$ cat src/rtl/lsos_pkg.sv
// Package for the lidar scan object segmenter: widths, register indexes,
// configuration, pipeline item and result types. No dependencies.
`default_nettype none

package lsos_pkg;

  localparam int unsigned MAX_RAYS  = 1024;
  localparam int unsigned RAY_IDX_W = $clog2(MAX_RAYS);
  localparam int unsigned DIST_W    = 16;
  localparam int unsigned STEP_W    = 16;
  localparam int unsigned MARGIN_W  = 16;
  localparam int unsigned START_W   = 20;
  localparam int unsigned ANGLE_W   = 32;
  localparam int unsigned PROD_W    = RAY_IDX_W + STEP_W;
  localparam int unsigned APB_AW    = 4;
  localparam int unsigned APB_DW    = 32;

  localparam logic [MARGIN_W-1:0] ANGLE_MARGIN_RST = MARGIN_W'(655);
  localparam logic [MARGIN_W-1:0] DIST_MARGIN_RST  = MARGIN_W'(1000);

  typedef enum logic [1:0] {
    REG_START_ANGLE  = 2'd0,
    REG_ANGLE_STEP   = 2'd1,
    REG_ANGLE_MARGIN = 2'd2,
    REG_DIST_MARGIN  = 2'd3
  } reg_idx_e;

  typedef struct packed {
    logic signed [START_W-1:0] start_angle;
    logic [STEP_W-1:0]         angle_step;
    logic [MARGIN_W-1:0]       angle_margin;
    logic [MARGIN_W-1:0]       dist_margin;
  } cfg_t;

  // ray after the front stage: sample flags plus index times step
  typedef struct packed {
    logic [DIST_W-1:0] range_mm;
    logic              no_return;
    logic              end_of_scan;
    logic [PROD_W-1:0] prod;
  } ray_t;

  typedef struct packed {
    logic signed [ANGLE_W-1:0] first_angle;
    logic [DIST_W-1:0]         first_distance;
    logic signed [ANGLE_W-1:0] final_angle;
    logic [DIST_W-1:0]         final_distance;
    logic [DIST_W-1:0]         nearest_distance;
    logic                      last_of_scan;
  } result_t;

endpackage

`default_nettype wire

$ cat src/rtl/lsos_cfg.sv
// Configuration registers behind the APB-style port.
// Depends on lsos_pkg.
`default_nettype none

module lsos_cfg (
  input  wire logic                        clk_i,
  input  wire logic                        rst_ni,
  input  wire logic                        psel,
  input  wire logic                        penable,
  input  wire logic                        pwrite,
  input  wire logic [lsos_pkg::APB_AW-1:0] paddr,
  input  wire logic [lsos_pkg::APB_DW-1:0] pwdata,
  output logic      [lsos_pkg::APB_DW-1:0] prdata,
  output logic                             pready,
  output lsos_pkg::cfg_t                   cfg_o
);
  import lsos_pkg::*;

  cfg_t     cfg_q, cfg_d;
  reg_idx_e idx;
  logic     wr_en;

  assign pready = 1'b1;
  assign idx    = reg_idx_e'(paddr[3:2]);
  assign wr_en  = psel && penable && pwrite && pready;
  assign cfg_o  = cfg_q;

  always_comb begin
    cfg_d = cfg_q;
    if (wr_en) begin
      case (idx)
        REG_START_ANGLE:  cfg_d.start_angle  = signed'(pwdata[START_W-1:0]);
        REG_ANGLE_STEP:   cfg_d.angle_step   = pwdata[STEP_W-1:0];
        REG_ANGLE_MARGIN: cfg_d.angle_margin = pwdata[MARGIN_W-1:0];
        REG_DIST_MARGIN:  cfg_d.dist_margin  = pwdata[MARGIN_W-1:0];
        default:          cfg_d = cfg_q;
      endcase
    end
  end

  always_comb begin
    case (idx)
      REG_START_ANGLE:
        prdata = {{(APB_DW-START_W){cfg_q.start_angle[START_W-1]}}, cfg_q.start_angle};
      REG_ANGLE_STEP:   prdata = {{(APB_DW-STEP_W){1'b0}}, cfg_q.angle_step};
      REG_ANGLE_MARGIN: prdata = {{(APB_DW-MARGIN_W){1'b0}}, cfg_q.angle_margin};
      REG_DIST_MARGIN:  prdata = {{(APB_DW-MARGIN_W){1'b0}}, cfg_q.dist_margin};
      default:          prdata = '0;
    endcase
  end

  always_ff @(posedge clk_i or negedge rst_ni) begin
    if (!rst_ni) begin
      cfg_q.start_angle  <= '0;
      cfg_q.angle_step   <= '0;
      cfg_q.angle_margin <= ANGLE_MARGIN_RST;
      cfg_q.dist_margin  <= DIST_MARGIN_RST;
    end else begin
      cfg_q <= cfg_d;
    end
  end

endmodule

`default_nettype wire

$ cat src/rtl/lsos_front.sv
// Input stage: ray index counter, index times step product and the input
// register. Depends on lsos_pkg.
`default_nettype none

module lsos_front (
  input  wire logic                        clk_i,
  input  wire logic                        rst_ni,
  input  wire logic                        in_valid_i,
  output logic                             in_stall_o,
  input  wire logic [lsos_pkg::DIST_W-1:0] range_mm_i,
  input  wire logic                        no_return_i,
  input  wire logic                        end_of_scan_i,
  input  wire logic [lsos_pkg::STEP_W-1:0] angle_step_i,
  input  wire logic                        room_i,
  output logic                             ray_valid_o,
  output lsos_pkg::ray_t                   ray_o,
  output logic                             advance_o
);
  import lsos_pkg::*;

  logic [RAY_IDX_W-1:0] idx_q, idx_d;
  logic                 valid_q, valid_d;
  ray_t                 ray_q, ray_d;
  logic                 accept;

  assign advance_o   = valid_q && room_i;
  assign in_stall_o  = valid_q && !room_i;
  assign accept      = in_valid_i && !in_stall_o;
  assign ray_valid_o = valid_q;
  assign ray_o       = ray_q;

  always_comb begin
    idx_d   = idx_q;
    valid_d = valid_q;
    ray_d   = ray_q;
    if (advance_o) valid_d = 1'b0;
    if (accept) begin
      valid_d           = 1'b1;
      ray_d.range_mm    = range_mm_i;
      ray_d.no_return   = no_return_i;
      ray_d.end_of_scan = end_of_scan_i;
      ray_d.prod        = PROD_W'(idx_q) * PROD_W'(angle_step_i);
      // hold the index at the last ray until the scan ends
      if (end_of_scan_i) begin
        idx_d = '0;
      end else if (idx_q != RAY_IDX_W'(MAX_RAYS - 1)) begin
        idx_d = idx_q + RAY_IDX_W'(1);
      end
    end
  end

  always_ff @(posedge clk_i or negedge rst_ni) begin
    if (!rst_ni) begin
      idx_q   <= '0;
      valid_q <= 1'b0;
    end else begin
      idx_q   <= idx_d;
      valid_q <= valid_d;
    end
  end

  always_ff @(posedge clk_i) begin
    ray_q <= ray_d;
  end

endmodule

`default_nettype wire

$ cat src/rtl/lsos_core.sv
// Segmentation core: angle, gap tests, open object state and the results
// of one ray. Depends on lsos_pkg.
`default_nettype none

module lsos_core (
  input  wire logic              clk_i,
  input  wire logic              rst_ni,
  input  wire lsos_pkg::cfg_t    cfg_i,
  input  wire lsos_pkg::ray_t    ray_i,
  input  wire logic              advance_i,
  output logic [1:0]             push_n_o,
  output lsos_pkg::result_t      res0_o,
  output lsos_pkg::result_t      res1_o
);
  import lsos_pkg::*;

  logic                      open_q, open_d;
  logic signed [ANGLE_W-1:0] first_ang_q, first_ang_d;
  logic [DIST_W-1:0]         first_dist_q, first_dist_d;
  logic [DIST_W-1:0]         min_q, min_d;
  logic signed [ANGLE_W-1:0] prev_ang_q, prev_ang_d;
  logic [DIST_W-1:0]         prev_dist_q, prev_dist_d;

  logic signed [ANGLE_W-1:0] angle;
  logic signed [ANGLE_W:0]   gap;
  logic [ANGLE_W:0]          gap_mag;
  logic [DIST_W-1:0]         dd;
  logic                      ret, join_obj, brk, fin;
  result_t                   closed, ended;

  assign ret   = !ray_i.no_return;
  assign angle = {{(ANGLE_W-START_W){cfg_i.start_angle[START_W-1]}}, cfg_i.start_angle}
               + {{(ANGLE_W-PROD_W){1'b0}}, ray_i.prod};
  assign gap     = {angle[ANGLE_W-1], angle} - {prev_ang_q[ANGLE_W-1], prev_ang_q};
  assign gap_mag = gap[ANGLE_W] ? unsigned'(-gap) : unsigned'(gap);
  assign dd      = (ray_i.range_mm > prev_dist_q) ? ray_i.range_mm - prev_dist_q
                                                  : prev_dist_q - ray_i.range_mm;
  assign join_obj = open_q
                 && (gap_mag <= {{(ANGLE_W+1-MARGIN_W){1'b0}}, cfg_i.angle_margin})
                 && (dd < cfg_i.dist_margin);
  assign brk = ret && open_q && !join_obj;

  always_comb begin
    open_d       = open_q;
    first_ang_d  = first_ang_q;
    first_dist_d = first_dist_q;
    min_d        = min_q;
    prev_ang_d   = prev_ang_q;
    prev_dist_d  = prev_dist_q;
    if (ret) begin
      open_d      = 1'b1;
      prev_ang_d  = angle;
      prev_dist_d = ray_i.range_mm;
      if (join_obj) begin
        if (ray_i.range_mm < min_q) min_d = ray_i.range_mm;
      end else begin
        // a breaking ray starts the next object
        first_ang_d  = angle;
        first_dist_d = ray_i.range_mm;
        min_d        = ray_i.range_mm;
      end
    end
    fin = ray_i.end_of_scan && open_d;
    if (ray_i.end_of_scan) open_d = 1'b0;
  end

  always_comb begin
    closed.first_angle      = first_ang_q;
    closed.first_distance   = first_dist_q;
    closed.final_angle      = prev_ang_q;
    closed.final_distance   = prev_dist_q;
    closed.nearest_distance = min_q;
    closed.last_of_scan     = 1'b0;
    ended.first_angle       = first_ang_d;
    ended.first_distance    = first_dist_d;
    ended.final_angle       = prev_ang_d;
    ended.final_distance    = prev_dist_d;
    ended.nearest_distance  = min_d;
    ended.last_of_scan      = 1'b1;
  end

  assign res0_o   = brk ? closed : ended;
  assign res1_o   = ended;
  assign push_n_o = advance_i ? (2'(brk) + 2'(fin)) : 2'd0;

  always_ff @(posedge clk_i or negedge rst_ni) begin
    if (!rst_ni) begin
      open_q       <= 1'b0;
      first_ang_q  <= '0;
      first_dist_q <= '0;
      min_q        <= '0;
      prev_ang_q   <= '0;
      prev_dist_q  <= '0;
    end else if (advance_i) begin
      open_q       <= open_d;
      first_ang_q  <= first_ang_d;
      first_dist_q <= first_dist_d;
      min_q        <= min_d;
      prev_ang_q   <= prev_ang_d;
      prev_dist_q  <= prev_dist_d;
    end
  end

  a_two_results_order: assert property (@(posedge clk_i) disable iff (!rst_ni)
    (push_n_o == 2'd2) |-> (!res0_o.last_of_scan && res1_o.last_of_scan))
    else $error("two results from one ray out of order");

  a_scan_end_closes: assert property (@(posedge clk_i) disable iff (!rst_ni)
    (advance_i && ray_i.end_of_scan) |=> !open_q)
    else $error("object still open after scan end");

  a_break_needs_open: assert property (@(posedge clk_i) disable iff (!rst_ni)
    (advance_i && brk) |-> $past(advance_i && !ray_i.no_return, 1) || open_q)
    else $error("break without an open object");

endmodule

`default_nettype wire

$ cat src/rtl/lsos_outq.sv
// Four-entry result queue between the core and the output channel; takes
// up to two results a cycle. Depends on lsos_pkg.
`default_nettype none

module lsos_outq (
  input  wire logic              clk_i,
  input  wire logic              rst_ni,
  input  wire logic [1:0]        push_n_i,
  input  wire lsos_pkg::result_t res0_i,
  input  wire lsos_pkg::result_t res1_i,
  output logic                   room_o,
  output logic                   out_valid_o,
  input  wire logic              out_stall_i,
  output lsos_pkg::result_t      head_o
);
  import lsos_pkg::*;

  localparam int unsigned DEPTH = 4;
  localparam int unsigned PTR_W = $clog2(DEPTH);
  localparam int unsigned CNT_W = PTR_W + 1;

  result_t            mem_q [DEPTH];
  logic [PTR_W-1:0]   head_q, head_d, tail_q, tail_d;
  logic [CNT_W-1:0]   count_q, count_d;
  logic               pop;

  assign out_valid_o = (count_q != '0);
  assign pop         = out_valid_o && !out_stall_i;
  // room for the worst case of two results, ignoring this cycle's pop
  assign room_o      = (count_q <= CNT_W'(DEPTH - 2));
  assign head_o      = mem_q[head_q];

  always_comb begin
    head_d  = head_q + PTR_W'(pop);
    tail_d  = tail_q + PTR_W'(push_n_i);
    count_d = count_q + CNT_W'(push_n_i) - CNT_W'(pop);
  end

  always_ff @(posedge clk_i or negedge rst_ni) begin
    if (!rst_ni) begin
      head_q  <= '0;
      tail_q  <= '0;
      count_q <= '0;
    end else begin
      head_q  <= head_d;
      tail_q  <= tail_d;
      count_q <= count_d;
    end
  end

  always_ff @(posedge clk_i) begin
    if (push_n_i != 2'd0) mem_q[tail_q] <= res0_i;
    if (push_n_i == 2'd2) mem_q[tail_q + PTR_W'(1)] <= res1_i;
  end

  a_count_bound: assert property (@(posedge clk_i) disable iff (!rst_ni)
    count_q <= CNT_W'(DEPTH))
    else $error("result queue overflow");

  a_push_with_room: assert property (@(posedge clk_i) disable iff (!rst_ni)
    (push_n_i != 2'd0) |-> room_o)
    else $error("results pushed without room");

endmodule

`default_nettype wire

$ cat src/rtl/lidar_scan_object_segmenter.sv
// Lidar scan object segmenter, top level. Ties the configuration port,
// input stage, segmentation core and result queue together. Uses lsos_pkg.
//
// Use: one range sample per item on the input channel (range_mm_i,
// no_return_i, end_of_scan_i), in scan order. Each closed object leaves as
// one item on the output channel with its first and last ray and its
// nearest distance; the object open at scan end carries last_of_scan_o.
// Both channels move an item at an edge where valid is high and stall low.
// A ray taken into the input register passes through the core into the
// result queue once the queue has room; its result is then offered on the
// output channel. Throughput: one item per cycle while rays give at most
// one result each and the output does not stall; the four-entry result
// queue accepts a ray only with room for two results, so a ray that
// closes one object and ends the scan costs a slot. A stall on the output
// fills the queue and then stalls the input.
// Reset empties the pipeline and queue, clears the open object and the ray
// index, and loads the register reset values. Write the registers over the
// APB-style port only while no item is in flight.
`default_nettype none

module lidar_scan_object_segmenter (
  input  wire logic                          clk_i,
  input  wire logic                          rst_ni,
  input  wire logic                          psel,
  input  wire logic                          penable,
  input  wire logic                          pwrite,
  input  wire logic [lsos_pkg::APB_AW-1:0]   paddr,
  input  wire logic [lsos_pkg::APB_DW-1:0]   pwdata,
  output logic      [lsos_pkg::APB_DW-1:0]   prdata,
  output logic                               pready,
  input  wire logic                          in_valid_i,
  output logic                               in_stall_o,
  input  wire logic [lsos_pkg::DIST_W-1:0]   range_mm_i,
  input  wire logic                          no_return_i,
  input  wire logic                          end_of_scan_i,
  output logic                               out_valid_o,
  input  wire logic                          out_stall_i,
  output logic signed [lsos_pkg::ANGLE_W-1:0] first_angle_o,
  output logic      [lsos_pkg::DIST_W-1:0]   first_distance_o,
  output logic signed [lsos_pkg::ANGLE_W-1:0] final_angle_o,
  output logic      [lsos_pkg::DIST_W-1:0]   final_distance_o,
  output logic      [lsos_pkg::DIST_W-1:0]   nearest_distance_o,
  output logic                               last_of_scan_o
);
  import lsos_pkg::*;

  cfg_t       cfg;
  ray_t       ray;
  logic       ray_valid;
  logic       advance;
  logic       room;
  logic [1:0] push_n;
  result_t    res0, res1, head;

  lsos_cfg u_cfg (
    .clk_i   (clk_i),
    .rst_ni  (rst_ni),
    .psel    (psel),
    .penable (penable),
    .pwrite  (pwrite),
    .paddr   (paddr),
    .pwdata  (pwdata),
    .prdata  (prdata),
    .pready  (pready),
    .cfg_o   (cfg)
  );

  lsos_front u_front (
    .clk_i         (clk_i),
    .rst_ni        (rst_ni),
    .in_valid_i    (in_valid_i),
    .in_stall_o    (in_stall_o),
    .range_mm_i    (range_mm_i),
    .no_return_i   (no_return_i),
    .end_of_scan_i (end_of_scan_i),
    .angle_step_i  (cfg.angle_step),
    .room_i        (room),
    .ray_valid_o   (ray_valid),
    .ray_o         (ray),
    .advance_o     (advance)
  );

  lsos_core u_core (
    .clk_i     (clk_i),
    .rst_ni    (rst_ni),
    .cfg_i     (cfg),
    .ray_i     (ray),
    .advance_i (advance && ray_valid),
    .push_n_o  (push_n),
    .res0_o    (res0),
    .res1_o    (res1)
  );

  lsos_outq u_outq (
    .clk_i       (clk_i),
    .rst_ni      (rst_ni),
    .push_n_i    (push_n),
    .res0_i      (res0),
    .res1_i      (res1),
    .room_o      (room),
    .out_valid_o (out_valid_o),
    .out_stall_i (out_stall_i),
    .head_o      (head)
  );

  assign first_angle_o      = head.first_angle;
  assign first_distance_o   = head.first_distance;
  assign final_angle_o      = head.final_angle;
  assign final_distance_o   = head.final_distance;
  assign nearest_distance_o = head.nearest_distance;
  assign last_of_scan_o     = head.last_of_scan;

endmodule

`default_nettype wire
$ cat config.mk
export PLATFORM = sky130hd
export DESIGN_NAME = lidar_scan_object_segmenter
export DESIGN_NICKNAME = d
export VERILOG_FILES = /design/src/rtl/lsos_pkg.sv /design/src/rtl/lsos_cfg.sv /design/src/rtl/lsos_front.sv /design/src/rtl/lsos_core.sv /design/src/rtl/lsos_outq.sv /design/src/rtl/lidar_scan_object_segmenter.sv
export SDC_FILE = /design/constraint.sdc
export NUM_CORES = 2
export LEC_CHECK = 0
export ABC_AREA = 1
export ABC_CLOCK_PERIOD_IN_PS = 11050
export BUFFER_PORTS_ARGS = -buffer_cell sky130_fd_sc_hd__buf_4
export CORE_MARGIN = 2
export CORE_UTILIZATION = 60
export CTS_CLUSTER_DIAMETER = 50
export CTS_CLUSTER_SIZE = 24
export DETAILED_ROUTE_END_ITERATION = 12
export PLACE_DENSITY_LB_ADDON = 0.3
export SYNTH_ARGS = -nofsm -noshare
export SYNTH_HDL_FRONTEND = slang
export SYNTH_HIERARCHICAL = 1
export SYNTH_SLANG_ARGS = --single-unit
export TNS_END_PERCENT = 30
$ cat constraint.sdc
create_clock -name clk_i -period 11.05 [get_ports clk_i]
set_input_delay 0.5525 -clock clk_i [delete_from_list [all_inputs] [get_ports clk_i]]
set_output_delay 0.5525 -clock clk_i [all_outputs]
set_load 0.005 [all_outputs]
==> summary.txt <==
Outcome
  • Outcome: completed

Job
  • Max Cap Violations: 0

Synth
  • Yosys reg bits: 695
  • Synth Flop Type: edfxtp_1
  • Seq/Total Area, Yosys: 40.7%
  • Post-Synth XOR/XNOR Area: 1.33%
  • Synth Cell Area: 0.0488 mm^2
  • Asr flop ratio synth: 28.6%
  • Netlist cell types: 59
  • Cells after synthesis: about 6300
  • Post-synthesis simple-gate area fraction: 24.4%
  • Syn Nets: ~6700
  • Post-synth EDFFs: 496
  • Synth Area in Adders: 9.90%
  • Largest family of logic cells by synthesized area: simple AND/OR/NAND/NOR gates
  • Synth Area in Compound Gates: 13.1%
  • Post-synthesis mux area share: 0.0205%
  • Post-synthesis area per instance: 7.69 um^2
  • Ys Warns: 6

Global route
  • Vias in the first global route: 40500
  • Pin count of the biggest net entering global routing: 171
  • Antenna violations before repair: 2
  • Total GRT Usage: between 30 and 40%
  • Final global-route overflow total: 0
  • First-pass GRT wire length: 212 mm

Floorplanning
  • Die Y: 289 um
  • Core Area: 0.0805 mm^2
  • Die Wd: 289 um
  • Num ports: approximately 210
  • Starting Density: 60.6%
  • Die area: 0.0836 mm^2
  • Std-Cell Rows: 104

Power
  • Leak Pwr: 25.4 nW
  • Final Power: 16.6 mW
  • PwrDens: approximately 310 mW/mm^2
  • IR drop worst, VDD: 0.000177 V

Setup path
  • Top cell by count, worst path: nand2_1
  • Worst Setup End Kind: flop
  • FF-to-FF End: u_outq/mem_q[0][59]
  • CP arrival: around 10 ns
  • Crit path buf inv count: 6
  • R2R Path Start: u_cfg/cfg_o[50]
  • Worst Setup Start Kind: flop
  • CP Max Fanout: roughly 170
  • Total number of cells along the worst setup path: 53
  • FF-to-FF setup slack: 1.15 ns
  • Largest delay share family, worst path: simple AND/OR/NAND/NOR gates
  • Critical path required time: 11.39 ns
  • Worst reg2reg path depth: 53
  • CP max stage delay: 0.52 ns
  • CP max stage cell: buf_12
  • Setup Crit Path Kind: flop to flop

Cells and area
  • Most frequent cells in the layout: nand2_1, inv_1, o21ai_0
  • Layout net count: 6714
  • Commonest non-fill, non-tap cell in the layout: nand2_1
  • Fill cells: around 6700
  • Fin area: 0.0529 mm^2
  • P&R area growth vs syn: 8.37%
  • Multi-input logic area: 0.0239 mm^2
  • Share of layout cells above drive strength 1: 8.26%
  • Util after Layout: around 66%
  • ANT cells: 0
  • Register area: roughly 0.02 mm^2

Placement
  • Placer Congestion: 0.939
  • Final HPWL DP: between 90 and 100 mm
  • PortBufs: 193
  • DP Area: 0.0501 mm^2

Route
  • Vias: between 40000 and 50000
  • Antenna Violating Nets Remaining: 0
  • Drt drc: 0
  • Overall routed net length: 135 mm
  • Vias/cell: 5.68
  • Pre-antenna DRT Iters: 8
  • Initial DRC Count: 3906
  • Routed length per placed instance: about 18 um

Clock tree
  • Num CTS Buffers: 80
  • Clk Latency, worst-skew pair: 0.68 ns
  • # hold bufs at CTS: 1
  • Clock H-tree levels: 3
  • Post-CTS Setup Inserts: 0
  • CTS max path bufs: 3
  • TritonCTS clock tree: built
  • Clk slew on worst S/H paths: 0.07 ns
  • Post-CTS Resized: 0
  • Root buf cell: clkbuf_16
  • Sink Count: 695

Timing
  • Crit path time final: 9.90 ns
  • Final Skew: between 0.06 and 0.07 ns
  • Final cycle utilization of the critical path: 89.6%
  • Fin Hold WS: 0.0525 ns
  • Setup TNS Final: 0 ns
  • Max Clk Rate: 101 MHz
  • Hold Vio Cnt, Final: 0
  • Slew HR: 26.2%
  • Finish-stage setup viols: 0
  • Worst-margin pin slew: roughly 1.1 ns
  • Pins Over Slew Limit: 0
  • RSZ-0062 raised after global routing: no

Worst hold path
  • Min-delay src: no_return_i
  • Hold WC Path Type: primary input to flop
  • WHS Endpoint: u_front/ray_o[27]
  • Worst Hold Depth: 1
[routing by layer]
layer  GRT usage (%)  wire (um)  vias to the layer above
met3            4.17      10200                      349
li1                -          -                    20500
met1            40.1      52600                    19800
met4            15.3       6300                        4
met5               0         27                        -
met2            56.0      66200                     1737
[cells by family after synthesis]
kind of cell | count (synthesis)
adder cells (fa/ha/maj) | 317
AO/OA/AOI/OAI | 1218
other | 2
multiplexers | 1
AND/OR/NAND/NOR | 2898
XOR/XNOR | 74
flip-flops | 695
buffers and inverters | 1144
[worst max-delay path by stage]
stage | from | end | slack [ns]
floorplan | u_cfg/cfg_o[50] | u_outq/mem_q[3][0] | 1.18
global placement | u_cfg/cfg_o[50] | u_outq/mem_q[0][0] | 1.31
detailed placement | u_cfg/cfg_o[50] | u_outq/mem_q[0][112] | 1.30
CTS | u_cfg/cfg_o[50] | u_outq/mem_q[0][84] | 1.27
global route | u_cfg/cfg_o[50] | u_outq/mem_q[0][103] | 0.09
finish | u_cfg/cfg_o[50] | u_outq/mem_q[0][59] | 1.15
[cells in the mapped netlist, types with 4 or more instances]
cell type,number,area (um^2)
nand3_1,261,1310
buf_1,26,97.6
buf_8,6,90.1
o21ai_1,241,1210
a21oi_1,106,531
a21o_1,7,52.6
o211ai_1,7,52.6
nand3_2,17,170
nand2_2,12,75.1
xor2_1,52,455
buf_2,54,270
a31oi_1,5,31.3
dfstp_2,12,315
ha_1,202,2530
clkbuf_1,138,518
nand2_1,1959,7350
nor3_1,16,80.1
dfrtp_1,187,4680
buf_4,32,240
o21ai_0,778,3890
edfxtp_1,496,14900
buf_6,74,833
nand4_1,47,294
inv_2,9,33.8
fa_1,115,2300
nor2_8,4,80.1
inv_1,801,3010
nor2_2,11,68.8
nor2_1,489,1840
nand3b_1,21,158
o21ai_2,48,420
and2_1,42,263
xnor2_1,22,193
nand2_4,8,90.1
o221ai_1,6,52.6
[metrics by stage]
step	setup WS (ns)	std cells
4_1_cts	1.27	7463
3_3_place_gp	1.31	7313
3_5_place_dp	1.30	7313
2_1_floorplan	1.18	6349
6_report	1.15	7463
5_1_grt	0.0866	7463
[cell type report]
class	instances	area share, %
Tap cell	1060	2.51
Clock buffer	83	3.82
Inverter	814	5.82
Clock inverter	66	1.47
Sequential cell	695	37.6
Timing Repair Buffer	235	3.64
Multi-Input combinational cell	4510	45.1
[power by group]
group	total, mW	internal, mW	switching [mW]
registers	4.01	3.65	0.361
clock network	2.75	1.47	1.27
logic	9.80	3.30	6.50
total	16.6	8.42	8.14
[flip-flops by register name, summed over array words and instances (netlist names)]
register             flops
u_outq/count_q           3
u_core/first_dist_q     16
u_front/idx_q           10
u_outq/head_q            2
u_core/open_q            1
u_core/min_q            16
u_cfg/cfg_o             68
u_core/prev_ang_q       32
u_outq/mem_q           452
u_core/prev_dist_q      16
u_outq/tail_q            2
u_front/ray_valid_o      1
u_front/ray_o           44
u_core/first_ang_q      32
Power figures use the tool's default switching activity.
